<file path="config.mk">
export PLATFORM = sky130hd
export DESIGN_NAME = fbf_ctrl
export DESIGN_NICKNAME = d
export VERILOG_FILES = /design/src/design/fbf_pkg.sv /design/src/design/fbf_ctrl.sv
export SDC_FILE = /design/constraint.sdc
export NUM_CORES = 1
export LEC_CHECK = 0
export BUFFER_PORTS_ARGS = -buffer_cell sky130_fd_sc_hd__buf_2
export CAP_MARGIN = 20
export CORE_MARGIN = 2
export CORE_UTILIZATION = 42
export DETAILED_ROUTE_END_ITERATION = 8
export GPL_ROUTABILITY_DRIVEN = 0
export PLACE_DENSITY_LB_ADDON = 0.08
export SLEW_MARGIN = 15
export SYNTH_ARGS = -nofsm -noshare
export SYNTH_HDL_FRONTEND = slang
export SYNTH_SLANG_ARGS = --single-unit
</file>
<file path="constraint.sdc">
create_clock -name clk -period 1.6 [get_ports clk]
set_clock_uncertainty 0.15 [all_clocks]
set_input_delay 0.32 -clock clk [delete_from_list [all_inputs] [get_ports clk]]
set_output_delay 0.32 -clock clk [all_outputs]
set_load 0.02 [all_outputs]
</file>
<file path="src/design/fbf_pkg.sv">
// shared types and constants for the framebuffer fill engine
// item and result structs, request codes, segment codes, controller states
// no dependencies
package fbf_pkg;

  // request codes
  localparam logic [2:0] REQ_CLEAR   = 3'd0;
  localparam logic [2:0] REQ_FILL    = 3'd1;
  localparam logic [2:0] REQ_OUTLINE = 3'd2;
  localparam logic [2:0] REQ_HLINE   = 3'd3;
  localparam logic [2:0] REQ_VLINE   = 3'd4;
  localparam logic [2:0] REQ_READ    = 3'd5;

  // one command item
  typedef struct packed {
    logic [2:0]         req_type;
    logic signed [11:0] pos_x;
    logic signed [11:0] pos_y;
    logic signed [11:0] extent_w;
    logic signed [11:0] extent_h;
    logic [15:0]        fill_color;
  } item_t;

  // one result item
  typedef struct packed {
    logic [15:0] pixel_color;
    logic [7:0]  red8;
    logic [7:0]  green8;
    logic [7:0]  blue8;
    logic        read_outside;
  } result_t;

  // which area the draw loop sweeps
  typedef enum logic [2:0] {
    SEG_FULL,
    SEG_RECT,
    SEG_TOP,
    SEG_BOTTOM,
    SEG_LEFT,
    SEG_RIGHT
  } seg_t;

  typedef enum logic [2:0] {
    ST_INIT,
    ST_IDLE,
    ST_DECODE,
    ST_SETUP,
    ST_DRAW,
    ST_DONE
  } state_t;

  // controller to datapath
  typedef struct packed {
    logic load;
    logic init;
    logic setup;
    logic step;
    logic rd_issue;
    logic respond;
    seg_t seg;
  } ctl_t;

  // datapath to controller
  typedef struct packed {
    logic [2:0] req;
    logic       empty;
    logic       last;
  } status_t;

endpackage

</file>
<file path="src/design/fbf_ctrl.sv">
// controller state machine for the framebuffer fill engine
// depends on fbf_pkg
module fbf_ctrl (
  input  logic             clk,
  input  logic             rst,
  input  logic             cmd_valid,
  output logic             cmd_ready,
  output logic             rsp_valid,
  input  logic             rsp_ready,
  output fbf_pkg::ctl_t    ctl,
  input  fbf_pkg::status_t status
);
  import fbf_pkg::*;

  state_t state, state_next;
  seg_t   seg, seg_next;
  logic   booting, booting_next;

  // state registers
  always_ff @(posedge clk) begin
    if (rst) begin
      state     <= ST_INIT;
      seg       <= SEG_FULL;
      booting   <= 1'b1;
      rsp_valid <= 1'b0;
    end else begin
      state   <= state_next;
      seg     <= seg_next;
      booting <= booting_next;
      if (ctl.respond) begin
        rsp_valid <= 1'b1;
      end else if (rsp_ready) begin
        rsp_valid <= 1'b0;
      end
    end
  end

  assign cmd_ready = (state == ST_IDLE);

  // next state and commands
  always_comb begin
    state_next   = state;
    seg_next     = seg;
    booting_next = booting;
    ctl          = '0;
    ctl.seg      = seg;
    case (state)
      ST_INIT: begin
        // clearing pass: full screen in color zero
        ctl.init   = 1'b1;
        seg_next   = SEG_FULL;
        state_next = ST_SETUP;
      end
      ST_IDLE: begin
        if (cmd_valid) begin
          ctl.load   = 1'b1;
          state_next = ST_DECODE;
        end
      end
      ST_DECODE: begin
        case (status.req)
          REQ_CLEAR: begin
            seg_next   = SEG_FULL;
            state_next = ST_SETUP;
          end
          REQ_FILL: begin
            seg_next   = SEG_RECT;
            state_next = ST_SETUP;
          end
          REQ_OUTLINE, REQ_HLINE: begin
            seg_next   = SEG_TOP;
            state_next = ST_SETUP;
          end
          REQ_VLINE: begin
            seg_next   = SEG_LEFT;
            state_next = ST_SETUP;
          end
          REQ_READ: begin
            ctl.rd_issue = 1'b1;
            state_next   = ST_DONE;
          end
          default: begin
            state_next = ST_DONE;
          end
        endcase
      end
      ST_SETUP: begin
        ctl.setup  = 1'b1;
        state_next = ST_DRAW;
      end
      ST_DRAW: begin
        if (!status.empty) begin
          ctl.step = 1'b1;
        end
        if (status.empty || status.last) begin
          if (booting) begin
            booting_next = 1'b0;
            state_next   = ST_IDLE;
          end else if (status.req == REQ_OUTLINE && seg != SEG_RIGHT) begin
            // outline goes top, bottom, left, right
            case (seg)
              SEG_TOP:    seg_next = SEG_BOTTOM;
              SEG_BOTTOM: seg_next = SEG_LEFT;
              default:    seg_next = SEG_RIGHT;
            endcase
            state_next = ST_SETUP;
          end else begin
            state_next = ST_DONE;
          end
        end
      end
      ST_DONE: begin
        if (!rsp_valid || rsp_ready) begin
          ctl.respond = 1'b1;
          state_next  = ST_IDLE;
        end
      end
      default: begin
        state_next = ST_IDLE;
      end
    endcase
  end

endmodule

</file>
# Word level (Yosys, flattened, before mapping)
# Cells that the tools add are included.
# W data, S select, Z words.
word_totals:
  wordCells: 61
  out_inout_bits: 11
  input_bits: 9
  reg_bits: 8
op_classes:
  muxes: 25
  reduce_logical: 13
  n_eq_ne: 19
op_table:
  columns: ["cell", "n"]
  rows:
  - ["$mux W3", 9]
  - ["$eq A3 B2 Y1 const B", 6]
  - ["$pmux W3 S6", 1]
  - ["$eq A3 B3 Y1 const B", 4]
  - ["$mux W1", 12]
  - ["$pmux W3 S4", 1]
  - ["$ne A2 B2 Y1 const B", 5]
  - ["$pmux W3 S3", 1]
  - ["$eq A3 B1 Y1 const B", 2]
  - ["$logic_not A3 Y1", 2]
  - ["$pmux W3 S2", 1]
  - ["$ne A5 B1 Y1 const B", 1]
  - ["$reduce_and A5 Y1", 1]
  - ["$reduce_or A5 Y1", 1]
  - ["$ne A3 B3 Y1 const B", 1]
  - ["$reduce_and A3 Y1", 1]
  - ["$reduce_bool A3 Y1", 1]
  - ["$logic_or A1 B1 Y1", 2]
  - ["$reduce_and A2 Y1", 1]
  - ["$reduce_bool A2 Y1", 1]
  - ["$reduce_or A2 Y1", 1]
  - ["$logic_and A1 B1 Y1", 1]
  - ["$logic_not A1 Y1", 1]

# Depth between registers and ports, before layout
logic_depth:
  ltp_word: 6
  mapped_depth: 5
  mapped_depth_nobuf: 4

# Worst setup path after synthesis
# No wires, ideal clock.
synth_timing:
  path_kind: "register to output"
  start: "register state[0]"
  end: "output port ctl[8] in the netlist's numbering"
  path_slack_ns: -0.337
  arrival_ns: 1.467
  n_path_buf: 1
  stages_incl_launch_ff: 4
  required_time_ns: 1.130
  cell_sequence: "dfxtp_1 > buf_2 > nor3b_1 > and2_1"
synth_rtl:
  columns: ["element", "line_no", "text"]
  rows:
  - ["start, declared", "fbf_ctrl.sv:15", "state_t state, state_next;"]
  - ["start signal, assigned", "fbf_ctrl.sv:27", "state <= state_next;"]
  - ["end, declared", "fbf_ctrl.sv:10", "output fbf_pkg::ctl_t ctl,"]

==> results.sh <==
export IMPL_worst_path_max_fanout=5
export IMPL_drv_slew=0
export IMPL_core_area_sq_um=1285
export IMPL_io_buffers=19
export IMPL_antenna_left=0
export IMPL_syn_avg_cell_area_sq_um=8.588
export IMPL_fin_crit_sh_pct=110.3
export IMPL_hold_viol=0
export IMPL_cts_buffer_depth=2
export IMPL_synth_seq_cells=8
export IMPL_start_util_pct=44.11
export IMPL_dr_total_vias=625
export IMPL_finalNonFillerCells=113
export IMPL_worstMarginPinSlew_ps=317.2
export IMPL_synth_warning_count=0
export IMPL_vias_per_cell=5.531
export IMPL_drive_above_1_share_pct=53.06
export IMPL_violations="negative setup slack"
export IMPL_setup_violations=5
export IMPL_grt_max_degree=13
export IMPL_maxCapViolations=0
export IMPL_synth_edf_count=0
export IMPL_firstDrtPassIters=4
export IMPL_min_period_ps=1765
export IMPL_clkTransAtPathRegs_ps=60
export IMPL_hold_end="state[1]$_SDFFE_PP0P_"
export IMPL_worstReg2RegStart="seg[1]$_SDFFE_PP0P_"
export IMPL_cp_end_kind="output port"
export IMPL_synthCells=66
export IMPL_rows=13
export IMPL_synth_cell_area_sq_um=566.8
export IMPL_powerDensity_nw_per_um2=717.1
export IMPL_cts_root_buf="clkbuf_4"
export IMPL_r2r_slack_ps=70
export IMPL_hold_buffers=0
export IMPL_numCtsBuffers=3
export IMPL_design_area_sq_um=883.3
export IMPL_holdCritStartpoint="rst"
export IMPL_antenna_found_initial=0
export IMPL_worst_path_most_repeated_cell="buf_6"
export IMPL_h_tree_depth=1
export IMPL_cp_data_required_time_ps=1130
export IMPL_leakage_uw=0.0003854
export IMPL_syn_nets=75
export IMPL_reg2regPathDepth=4
export IMPL_drc=0
export IMPL_diodes=0
export IMPL_synthDistinctLibCells=33
export IMPL_drt_iter0_markers=5
export IMPL_synth_main_ff_cell="dfxtp_1"
export IMPL_finish_utilization_pct=68.74
export IMPL_die_area_sq_um=1659
export IMPL_crit_chain="buf_6, buf_6, nor3b_4, and2_4, buf_6"
export IMPL_die_h_um=40.74
export IMPL_grt_pass1_vias=552
export IMPL_die_w_um=40.74
export IMPL_nets=109
export IMPL_holdPathStages=2
export IMPL_critical_path_class="reg -> out"
export IMPL_power_uw=633.5
export IMPL_ys_seq_area_share_pct=28.26
export IMPL_peakVddDrop_v=0.0005589
export IMPL_io_pins=20
export IMPL_fillerInstances=106
export IMPL_cp_arrival_ps=1300
export IMPL_reg2reg_to="seg[0]$_SDFFE_PP0P_"
export IMPL_maxSlewHeadroom_pct=78.66
export IMPL_dp_cells=108
export IMPL_cts_sinks=8
export IMPL_grt_setup_unrepaired="yes"
export IMPL_grt_pass1_wl_mm=2.366
export IMPL_wl_per_cell_um=14.12
export IMPL_worst_slack_ps=-165.3
export IMPL_area_growth_pct=55.85
export IMPL_hold_worst_slack_ps=248.8
export IMPL_status="complete, but fails checks"
export IMPL_post_dp_cell_area_sq_um=764.5
export IMPL_hpwl_mm=1.106
export IMPL_cp_slowest_cell="dfxtp_2"
export IMPL_ys_async_sr_fraction_pct=0
export IMPL_hp_class="in -> reg"
export IMPL_wl_mm=1.596
export IMPL_startpoint_type="flip-flop"
export IMPL_cts_tree="yes"
export IMPL_grt_overflow_total=0
export IMPL_grt_use_total_pct=21.83
export IMPL_clkLatencyLatePin_ps=250
export IMPL_max_stage_delay_ps=330
export IMPL_fmax_ghz=0.5665
## critical path, delay by kind of cell (launching register included)
kind          cells  cell delay, ps
flops             1             330
buf+inv           3             350
simple gates      2             360
## stage by stage
step,TNS (ps),setup WS (ps)
CTS,-509.4,-131.8
detailed placement,-14.60,-8.785
finish,-510.9,-165.3
global route,-994.4,-239.7
global placement,0,9.499
floorplan,-19.41,-19.41
## registers in the layout (all words and copies together) (netlist names)
| signal | cells |
|---|---|
| seg | 3 |
| rsp_valid | 1 |
| state | 3 |
| booting | 1 |
## worst max-delay path by stage
stage	startpoint	to	slack, ps	cells past startpoint
CTS	state[1]$_SDFFE_PP0P_	ctl[5]	-130	4
global placement	state[1]$_SDFFE_PP0P_	ctl[5]	9	4
finish	state[1]$_SDFFE_PP0P_	ctl[8]	-170	5
detailed placement	status[2]	seg[2]$_SDFFE_PP0P_	-9	5
global route	state[1]$_SDFFE_PP0P_	ctl[8]	-240	5
floorplan	state[0]$_SDFFE_PP0P_	ctl[8]	-20	3
## cells in the mapped netlist, types with 3 or more instances
cell,count,area share [%]
dfxtp_1,8,28
nor2b_1,3,3.3
nor2_1,8,5.3
nor3_1,4,3.5
o21ai_0,3,2.6
nor3b_1,4,5.3
buf_2,3,2.6
## cells in the final DEF, fill, tap and decap left out, drive strengths merged, types with 2 or more instances in the layout
cell type	synthesis	layout
o22a	2	2
nand3b	2	2
a32oi	2	2
buf	3	33
mux2	2	2
o21ai	3	3
nor3b	4	4
clkbuf	1	3
nor3	4	4
nand2b	2	2
nor2	8	8
dfxtp	8	8
nor2b	3	3
o21a	2	2
a21oi	2	2
a211oi	2	2
## cell type report
| cell class | count | area (sq um) | area share (%) |
|---|---|---|---|
| Multi-Input combinational cell | 53 | 435.4 | 49.29 |
| Inverter | 1 | 3.754 | 0.4249 |
| Clock buffer | 3 | 22.52 | 2.550 |
| Timing Repair Buffer | 33 | 235.2 | 26.63 |
| Tap cell | 15 | 18.77 | 2.125 |
| Sequential cell | 8 | 167.7 | 18.98 |
## routing by layer
layer	up-vias	GRT usage [%]	share of wire [%]
met4	0	10.00	0.88
met1	292	28.62	48
li1	317	-	-
met5	-	0	0
met3	2	4.891	3.7
met2	14	33.73	47
## power by group
group / internal (uW) / switching [uW]
sequential: 214 / 16.8
combinational: 132 / 122
clock: 85.5 / 63.3
## cells by family (layout without fill, tap and decap cells)
group	Yosys count	in the layout	share of synthesized area [%]
compound gates	17	17	23.18
buf+inv	5	37	3.971
simple gates	33	33	38.86
mux	3	3	5.739
flops	8	8	28.26
## what timing repair did
item	4_1_cts	5_1_grt
setup buffers	2	1
pin swaps	3	3
hold endpoints to repair	0	0
setup endpoints to repair	6	9
gates resized for setup	17	8
Note: power is estimated with default switching activity, not from simulation.
